`config.mk`:
```
export PLATFORM = sky130hd
export DESIGN_NAME = intel_hex_record_parser_unit
export DESIGN_NICKNAME = d
export VERILOG_FILES = /design/src/sv/ihex_pkg.sv /design/src/sv/ihex_apb_regs.sv /design/src/sv/ihex_parse_core.sv /design/src/sv/intel_hex_record_parser_unit.sv
export SDC_FILE = /design/constraint.sdc
export NUM_CORES = 1
export LEC_CHECK = 0
export ABC_AREA = 1
export ABC_CLOCK_PERIOD_IN_PS = 6500
export BUFFER_PORTS_ARGS = -buffer_cell sky130_fd_sc_hd__clkbuf_2
export CAP_MARGIN = 15
export CELL_PAD_IN_SITES_DETAIL_PLACEMENT = 1
export CELL_PAD_IN_SITES_GLOBAL_PLACEMENT = 2
export CORE_ASPECT_RATIO = 1.2
export CORE_UTILIZATION = 29
export CTS_CLUSTER_DIAMETER = 120
export CTS_CLUSTER_SIZE = 12
export DETAILED_ROUTE_END_ITERATION = 7
export GPL_TIMING_DRIVEN = 0
export PLACE_DENSITY = 0.86
export SLEW_MARGIN = 40
export SYNTH_ARGS = -nofsm -noshare
export SYNTH_HDL_FRONTEND = slang
export SYNTH_HIERARCHICAL = 1
export SYNTH_SLANG_ARGS = --single-unit
```
`constraint.sdc`:
```
create_clock -name aclk -period 6.5 [get_ports aclk]
set_input_delay 0 -clock aclk [delete_from_list [all_inputs] [get_ports aclk]]
set_output_delay 0 -clock aclk [all_outputs]
set_load 0.005 [all_outputs]
```
`src/sv/ihex_pkg.sv`:
```
// shared types, character codes and helpers for the hex record parser
`timescale 1ns / 1ps

package ihex_pkg;

    // register map
    localparam int unsigned AddrWidth    = 3;
    localparam int unsigned LimitWidth   = 17;
    localparam logic        REG_LIMIT    = 1'b0;
    localparam logic [16:0] LIMIT_RESET  = 17'd7168;

    // characters and record types of interest
    localparam logic [7:0] CH_COLON  = 8'h3A;
    localparam logic [7:0] CH_LF     = 8'h0A;
    localparam logic [7:0] CH_CR     = 8'h0D;
    localparam logic [7:0] TYPE_DATA = 8'h00;
    localparam logic [7:0] TYPE_EOF  = 8'h01;

    // result event codes
    typedef enum logic [2:0] {
        EV_DATA     = 3'd0,
        EV_ACCEPT   = 3'd1,
        EV_DONE     = 3'd2,
        EV_FORMAT   = 3'd3,
        EV_CHECKSUM = 3'd4,
        EV_RANGE    = 3'd5,
        EV_NOEND    = 3'd6
    } ihex_event_t;

    // one input character with its framing flags
    typedef struct packed {
        logic [7:0] ch;
        logic       starts_file;
        logic       ends_file;
    } ihex_in_t;

    // one result item
    typedef struct packed {
        ihex_event_t event_res;
        logic [15:0] byte_address;
        logic [7:0]  byte_value;
    } ihex_out_t;

    // result of one parser step
    typedef struct packed {
        logic      valid;
        ihex_out_t item;
    } ihex_res_t;

    // hex digit decode: bit 4 flags a valid digit, bits 3:0 hold its value
    function automatic logic [4:0] hex_nibble(input logic [7:0] c);
        logic [4:0] r;
        r = 5'h00;
        if (c inside {[8'h30:8'h39]}) begin
            r = {1'b1, 4'(c - 8'h30)};
        end else if (c inside {[8'h41:8'h46]}) begin
            r = {1'b1, 4'(c - 8'h37)};
        end else if (c inside {[8'h61:8'h66]}) begin
            r = {1'b1, 4'(c - 8'h57)};
        end
        return r;
    endfunction

endpackage

```
`src/sv/ihex_apb_regs.sv`:
```
// apb register block holding the image limit
`timescale 1ns / 1ps

module ihex_apb_regs
    import ihex_pkg::*;
(
    input  logic                  aclk,
    input  logic                  aresetn,
    input  logic                  psel,
    input  logic                  penable,
    input  logic                  pwrite,
    input  logic [AddrWidth-1:0]  paddr,
    input  logic [31:0]           pwdata,
    output logic [31:0]           prdata,
    output logic                  pready,
    output logic [LimitWidth-1:0] image_limit
);

    logic [LimitWidth-1:0] limit_reg;
    logic                  reg_sel;

    // word index of the access
    assign reg_sel = paddr[2];
    assign pready  = 1'b1;

    // register write on the access phase
    always_ff @(posedge aclk) begin
        if (!aresetn) begin
            limit_reg <= LIMIT_RESET;
        end else if (psel && penable && pwrite && reg_sel == REG_LIMIT) begin
            limit_reg <= pwdata[LimitWidth-1:0];
        end
    end

    // read back
    always_comb begin
        prdata = 32'h0;
        if (reg_sel == REG_LIMIT) begin
            prdata = {{(32-LimitWidth){1'b0}}, limit_reg};
        end
    end

    assign image_limit = limit_reg;

endmodule

```
`src/sv/ihex_parse_core.sv`:
```
// parser state registers and the single-step record decode logic
`timescale 1ns / 1ps

module ihex_parse_core
    import ihex_pkg::*;
(
    input  logic                  aclk,
    input  logic                  aresetn,
    input  logic                  step_en,
    input  ihex_in_t              item,
    input  logic [LimitWidth-1:0] image_limit,
    output ihex_res_t             res
);

    typedef enum logic [2:0] {
        PH_COLON = 3'd0,
        PH_LEN   = 3'd1,
        PH_ADDR  = 3'd2,
        PH_TYPE  = 3'd3,
        PH_DATA  = 3'd4,
        PH_SUM   = 3'd5,
        PH_TAIL  = 3'd6,
        PH_LF    = 3'd7
    } phase_t;

    phase_t      phase_reg, phase_next;
    logic [3:0]  hold_reg, hold_next;
    logic        half_reg, half_next;
    logic [7:0]  len_reg, len_next;
    logic [15:0] addr_reg, addr_next;
    logic [7:0]  type_reg, type_next;
    logic [7:0]  sum_reg, sum_next;
    logic [7:0]  seen_reg, seen_next;
    logic        lfault_reg, lfault_next;
    logic        fin_reg, fin_next;

    logic [4:0]  hexv;
    logic [7:0]  b;
    logic [16:0] span;
    logic        do_fail;
    logic        do_finish;
    logic        is_eol;

    assign hexv   = hex_nibble(item.ch);
    assign is_eol = (item.ch == CH_LF) || (item.ch == CH_CR);

    // one character of work
    always_comb begin
        phase_next  = phase_reg;
        hold_next   = hold_reg;
        half_next   = half_reg;
        len_next    = len_reg;
        addr_next   = addr_reg;
        type_next   = type_reg;
        sum_next    = sum_reg;
        seen_next   = seen_reg;
        lfault_next = lfault_reg;
        fin_next    = fin_reg;
        res         = '0;
        do_fail     = 1'b0;
        do_finish   = 1'b0;
        b           = {hold_reg, hexv[3:0]};
        span        = 17'h0;

        // start of a new file clears everything
        if (item.starts_file) begin
            phase_next  = PH_COLON;
            hold_next   = 4'h0;
            half_next   = 1'b0;
            len_next    = 8'h00;
            addr_next   = 16'h0000;
            type_next   = 8'h00;
            sum_next    = 8'h00;
            seen_next   = 8'h00;
            lfault_next = 1'b0;
            fin_next    = 1'b0;
            b           = {4'h0, hexv[3:0]};
        end

        if (!fin_next) begin
            case (phase_next)
                PH_COLON: begin
                    if (item.ch != CH_COLON) begin
                        do_fail = 1'b1;
                    end else begin
                        hold_next   = 4'h0;
                        half_next   = 1'b0;
                        len_next    = 8'h00;
                        addr_next   = 16'h0000;
                        type_next   = 8'h00;
                        sum_next    = 8'h00;
                        seen_next   = 8'h00;
                        lfault_next = 1'b0;
                        phase_next  = PH_LEN;
                    end
                end
                PH_LF: begin
                    if (item.ch != CH_LF) begin
                        do_fail = 1'b1;
                    end else begin
                        do_finish = 1'b1;
                    end
                end
                default: begin
                    if (is_eol) begin
                        // line end before the type byte is a format error
                        if (phase_next == PH_LEN || phase_next == PH_ADDR ||
                            phase_next == PH_TYPE) begin
                            do_fail = 1'b1;
                        end else begin
                            if (phase_next != PH_TAIL) begin
                                lfault_next = 1'b1;
                            end
                            if (item.ch == CH_CR) begin
                                phase_next = PH_LF;
                            end else begin
                                do_finish = 1'b1;
                            end
                        end
                    end else if (!hexv[4]) begin
                        do_fail = 1'b1;
                    end else if (phase_next == PH_TAIL) begin
                        // digits after the checksum
                        lfault_next = 1'b1;
                    end else if (!half_next) begin
                        hold_next = hexv[3:0];
                        half_next = 1'b1;
                    end else begin
                        // second digit completes a byte
                        half_next = 1'b0;
                        sum_next  = 8'(sum_next + b);
                        case (phase_next)
                            PH_LEN: begin
                                len_next   = b;
                                seen_next  = 8'h00;
                                phase_next = PH_ADDR;
                            end
                            PH_ADDR: begin
                                addr_next = {addr_next[7:0], b};
                                seen_next = 8'(seen_next + 8'd1);
                                if (seen_next >= 8'd2) begin
                                    phase_next = PH_TYPE;
                                end
                            end
                            PH_TYPE: begin
                                type_next  = b;
                                seen_next  = 8'h00;
                                phase_next = (len_next == 8'h00) ? PH_SUM : PH_DATA;
                            end
                            PH_DATA: begin
                                if (type_next == TYPE_DATA) begin
                                    res.valid             = 1'b1;
                                    res.item.event_res    = EV_DATA;
                                    res.item.byte_address =
                                        16'(addr_next + {8'h00, seen_next});
                                    res.item.byte_value   = b;
                                end
                                seen_next = 8'(seen_next + 8'd1);
                                if (seen_next == len_next) begin
                                    phase_next = PH_SUM;
                                end
                            end
                            default: begin
                                phase_next = PH_TAIL;
                            end
                        endcase
                    end
                end
            endcase

            // format error halts the parser
            if (do_fail) begin
                fin_next              = 1'b1;
                res.valid             = 1'b1;
                res.item.event_res    = EV_FORMAT;
                res.item.byte_address = addr_next;
                res.item.byte_value   = 8'h00;
            end

            // line end verdict
            if (do_finish) begin
                phase_next = PH_COLON;
                span       = {1'b0, addr_next} + {9'h000, len_next};
                if (type_next == TYPE_DATA) begin
                    res.valid             = 1'b1;
                    res.item.byte_address = addr_next;
                    res.item.byte_value   = 8'h00;
                    if (lfault_next) begin
                        res.item.event_res = EV_FORMAT;
                    end else if (sum_next != 8'h00) begin
                        res.item.event_res = EV_CHECKSUM;
                    end else if (span > image_limit) begin
                        res.item.event_res = EV_RANGE;
                    end else begin
                        res.item.event_res = EV_ACCEPT;
                    end
                    if (res.item.event_res != EV_ACCEPT) begin
                        fin_next = 1'b1;
                    end
                end else if (type_next == TYPE_EOF) begin
                    fin_next              = 1'b1;
                    res.valid             = 1'b1;
                    res.item.event_res    = EV_DONE;
                    res.item.byte_address = addr_next;
                    res.item.byte_value   = 8'h00;
                end
            end

            // last character without an end record
            if (item.ends_file && !fin_next) begin
                fin_next              = 1'b1;
                res.valid             = 1'b1;
                res.item.event_res    = EV_NOEND;
                res.item.byte_address = addr_next;
                res.item.byte_value   = 8'h00;
            end
        end
    end

    // parser state
    always_ff @(posedge aclk) begin
        if (!aresetn) begin
            phase_reg  <= PH_COLON;
            hold_reg   <= 4'h0;
            half_reg   <= 1'b0;
            len_reg    <= 8'h00;
            addr_reg   <= 16'h0000;
            type_reg   <= 8'h00;
            sum_reg    <= 8'h00;
            seen_reg   <= 8'h00;
            lfault_reg <= 1'b0;
            fin_reg    <= 1'b0;
        end else if (step_en) begin
            phase_reg  <= phase_next;
            hold_reg   <= hold_next;
            half_reg   <= half_next;
            len_reg    <= len_next;
            addr_reg   <= addr_next;
            type_reg   <= type_next;
            sum_reg    <= sum_next;
            seen_reg   <= seen_next;
            lfault_reg <= lfault_next;
            fin_reg    <= fin_next;
        end
    end

endmodule

```
`src/sv/intel_hex_record_parser_unit.sv`:
```
// top level: input register, parser core, result register and apb port
`timescale 1ns / 1ps

// Intel HEX record parser.
// The s_ channel takes one character per request together with its
// starts_file and ends_file flags; the m_ channel returns at most one result
// per character: a data byte with its image address, or a status event.
// Both channels use valid/ready. A character is held in an input register,
// decoded combinationally by the parser core and its result lands in an
// output register. Throughput is one character per cycle while the receiver
// keeps taking results. When the receiver stalls with a result pending, the
// next character stays in the input register and s_ready drops once that
// register is full too. Characters that produce no result still wait for
// the output register. The image limit is written through the apb port; the
// user must do so only while the block is idle, which the block does not
// enforce. Reset (aresetn low, synchronous) empties both registers, returns
// the parser to waiting for a colon and loads the image limit with 7168.

module intel_hex_record_parser_unit
    import ihex_pkg::*;
(
    input  logic                 aclk,
    input  logic                 aresetn,
    input  logic                 s_valid,
    output logic                 s_ready,
    input  ihex_in_t             s_data,
    output logic                 m_valid,
    input  logic                 m_ready,
    output ihex_out_t            m_data,
    input  logic                 psel,
    input  logic                 penable,
    input  logic                 pwrite,
    input  logic [AddrWidth-1:0] paddr,
    input  logic [31:0]          pwdata,
    output logic [31:0]          prdata,
    output logic                 pready
);

    logic                  in_valid_reg;
    ihex_in_t              in_data_reg;
    logic                  out_valid_reg;
    ihex_out_t             out_data_reg;
    logic                  out_free;
    logic                  step_en;
    ihex_res_t             res;
    logic [LimitWidth-1:0] image_limit;

    ihex_apb_regs u_regs (
        .aclk        (aclk),
        .aresetn     (aresetn),
        .psel        (psel),
        .penable     (penable),
        .pwrite      (pwrite),
        .paddr       (paddr),
        .pwdata      (pwdata),
        .prdata      (prdata),
        .pready      (pready),
        .image_limit (image_limit)
    );

    ihex_parse_core u_core (
        .aclk        (aclk),
        .aresetn     (aresetn),
        .step_en     (step_en),
        .item        (in_data_reg),
        .image_limit (image_limit),
        .res         (res)
    );

    // flow control between the two registers
    assign out_free = !out_valid_reg || m_ready;
    assign step_en  = in_valid_reg && out_free;
    assign s_ready  = !in_valid_reg || step_en;

    // input register
    always_ff @(posedge aclk) begin
        if (!aresetn) begin
            in_valid_reg <= 1'b0;
        end else if (s_valid && s_ready) begin
            in_valid_reg <= 1'b1;
        end else if (step_en) begin
            in_valid_reg <= 1'b0;
        end
    end

    always_ff @(posedge aclk) begin
        if (s_valid && s_ready) begin
            in_data_reg <= s_data;
        end
    end

    // result register
    always_ff @(posedge aclk) begin
        if (!aresetn) begin
            out_valid_reg <= 1'b0;
        end else if (step_en) begin
            out_valid_reg <= res.valid;
        end else if (m_ready) begin
            out_valid_reg <= 1'b0;
        end
    end

    always_ff @(posedge aclk) begin
        if (step_en && res.valid) begin
            out_data_reg <= res.item;
        end
    end

    assign m_valid = out_valid_reg;
    assign m_data  = out_data_reg;

    // a stalled input side only ever means a full input register
    a_ready_low_full: assert property (@(posedge aclk) disable iff (!aresetn)
        !s_ready |-> in_valid_reg)
        else $error("s_ready low with empty input register");

    // a produced result shows up on the output next cycle
    a_result_lands: assert property (@(posedge aclk) disable iff (!aresetn)
        step_en && res.valid |=> m_valid)
        else $error("parser result lost");

    // status events carry a zero byte value
    a_status_zero: assert property (@(posedge aclk) disable iff (!aresetn)
        m_valid && m_data.event_res != EV_DATA |-> m_data.byte_value == 8'h00)
        else $error("status event with nonzero byte value");

    // no step while a stalled result is held
    a_no_overwrite: assert property (@(posedge aclk) disable iff (!aresetn)
        m_valid && !m_ready |-> !step_en)
        else $error("pending result overwritten");

endmodule
```
==> impl_metrics.ini <==
[clocking]
insertion_delay_ps = 450
cts.htree.levels = 4
clock-sinks = 114
cts_made_buffers = 17
clk_pin_slew_worst_paths_ps = 50
ctsRootBufferMaster = clkbuf_16
cts_buffer_depth = 2
cts_tree = yes

[outcome]
status = complete, no violations

[detailed_routing]
first_pass_iters = 5
vias = 12236
avgRoutedWirePerCell_um = 17.9
drc = 0
totalWireLength_um = 44100
viasPerCell = 4.95
drtAntennaViolNets = 0
drt_iter0_markers = 733

[timing]
hold_viol = 0
slew-limit-headroom_pct = 42.5
slew_violations = 0
worst_pin_slew_ps = 860
period_needed_ps = 6460
hold_slack_ps = 105
finalClockSkew_ps = 14.9
max_freq_ghz = 0.155
rsz0062_at_grt = yes
fin_crit_sh_pct = 99.4
setup_viol = 0

[power]
powerDensity_mw_per_mm2 = 195
irDropWorstVdd_mv = 0.186
p_leak_nw = 7.15

[global_route]
antenna_found_initial = 0
grt_overflow_total = 0
grt_usage_pct = 23.9
grt_pass1_vias = 12614
grt_pass1_wl_um = 68900
grt_start_max_net_pins = 20

[synthesis]
seq_area_frac_synth_pct = 24.9
async_reset_ff_share_pct = 0
synth_edf_count = 37
ys_warn_count = 6
avgSynthCellArea_um2 = 6.08
synth_common_cells = nand2_1 (517), inv_1 (275), nor2_1 (180), nand3_1 (134), a21oi_1 (86)
synthFlopType = dfxtp_1
synth.area.top_cells = nand2_1 (18%), dfxtp_1 (14%), edfxtp_1 (10%)
synth.most_common_cell = nand2_1
yosys.cell_types.count = 56
post-synth-top-area-cell = nand2_1
netlist.area_leader.share_pct = 18.2
syn_inst = 1756
synthesis.area_mm2 = 0.0107
ys_ff_latch = 114

[layout]
antennaDiodeCount = 0
drive_above_1_share_pct = 18.6
postLayoutCoreUtil_pct = 38.9
synthToLayoutAreaGrowth_pct = 31.3
largest_reg_flops = 27
fin_cells = 2472
nets = 2093

[floorplanning]
fp.dieW_um = 177
start_util_pct = 29.6
die_y_um = 212
io_pins = 114
core_mm2 = 0.0360
rows = 76
dieArea_mm2 = 0.0376

[worst_setup_path]
worstSetupPathType = flop to flop
cp-start-kind = flop
cp.arrival_ps = 6620
crit_top_cell = nand2_1
critPathMaxStageDelay_ps = 470
required_ps = 6660
crit_family = simple AND/OR/NAND/NOR gates
end_kind = flop
worst-path-max-fanout = 12
crit_buf_inv = 9
slowest_stage = edfxtp_1

[placed_design]
dp_cells = 2318
gp_congestion = 0.915
port_buffers = 79
dp_hpwl_um = 33300

[run]
max_cap_viol_count = 0

[worst_hold_path]
hold_class = input pin to flop
==> cells in the final DEF (no fill, tap or decap), types with 6 or more instances in the layout <==
master | Yosys | layout
o211ai_1 | 33 | 33
conb_1 | 2 | 16
dlygate4sd3_1 | 0 | 44
nand3_1 | 134 | 131
clkbuf_2 | 0 | 79
xor2_1 | 17 | 17
nand2_4 | 5 | 8
ha_1 | 47 | 43
nand2_1 | 517 | 508
clkbuf_16 | 0 | 20
buf_12 | 0 | 6
buf_6 | 4 | 10
nand4_1 | 29 | 29
nor2_4 | 5 | 13
nor2_2 | 19 | 23
nand2_2 | 8 | 11
o22ai_1 | 12 | 10
inv_1 | 275 | 265
a221oi_1 | 8 | 8
a21oi_1 | 86 | 81
a21oi_2 | 2 | 6
o21ai_2 | 2 | 6
nor2_1 | 180 | 169
o21ai_1 | 8 | 8
buf_4 | 26 | 98
clkbuf_1 | 24 | 24
nor3_1 | 15 | 12
edfxtp_1 | 37 | 37
inv_2 | 11 | 19
o21ai_0 | 76 | 71
nand3b_1 | 6 | 6
dfxtp_1 | 77 | 76
xnor2_1 | 12 | 12
buf_2 | 27 | 17
==> where the power goes <==
group          internal (mW)  switching [mW]
Combinational          0.312           0.526
Clock                  0.699           0.371
Sequential             0.795          0.0284
==> kinds of logic (layout without fill, tap and decap cells) <==
logic type	Yosys count	after routing	synth area share (%)
simple gates	932	933	37.7
buf+inv	374	607	14.8
compound gates	252	252	13.8
flops	114	114	24.9
fa+ha+maj	50	50	6.07
xor+xnor	30	30	2.59
other cells	2	16	0.0704
mux	2	2	0.188
==> layer usage <==
metal / wire (µm) / global-route usage [%]
met3: 2020 / 3.47
met5: 0 / 0
met2: 21800 / 42.7
met4: 1810 / 11.5
met1: 18500 / 27.7
==> cell type report <==
type                            count  area, µm²
Clock inverter                      7        114
Multi-Input combinational cell   1283       6900
Tap cell                          468        586
Clock buffer                       25        548
Sequential cell                   114       2650
Fill cell                        4724      22000
Timing Repair Buffer              203       1490
Buffer                             83        627
Inverter                          289       1090
==> metrics by stage <==
step                      TNS (ps)  area (µm²)  power (mW)  worst slack (ps)
final                            0       14000        2.73              37.5
after global routing         -7150       14000        2.88              -258
after global placement      -53520       11700        1.53             -1380
after CTS                        0       13700        2.73              25.6
after floorplan                  0       10700        1.32               188
after detailed placement    -70620       11700        1.54             -1700
==> worst paths after layout <==
kind	startpoint	to	slack, ps	cells past startpoint
setup / recovery	in_data_reg[1]$_DFFE_PP_	m_data[19]$_DFFE_PP_	40	42
hold / removal	aresetn	m_valid$_SDFFE_PN0P_	110	3
setup reg to reg	in_data_reg[1]$_DFFE_PP_	m_data[19]$_DFFE_PP_	40	42
hold reg to reg	u_core/len_reg[3]$_SDFFE_PN0P_	u_core/len_reg[3]$_SDFFE_PN0P_	460	2
==> timing repair <==
action | CTS | global route
pin swaps | 39 | 35
endpoints found under the hold margin | 29 | 0
hold buffers | 44 | 0
resized for setup | 105 | 32
endpoints found under the setup margin | 56 | 56
setup buffers | 58 | 25
gates cloned | 2 | 0
==> worst min-delay path, stage by stage <==
cell	delay (ps)
clkbuf_2	300
nand2_1	170
inv_1	30
(Power assumes the default switching activity.)
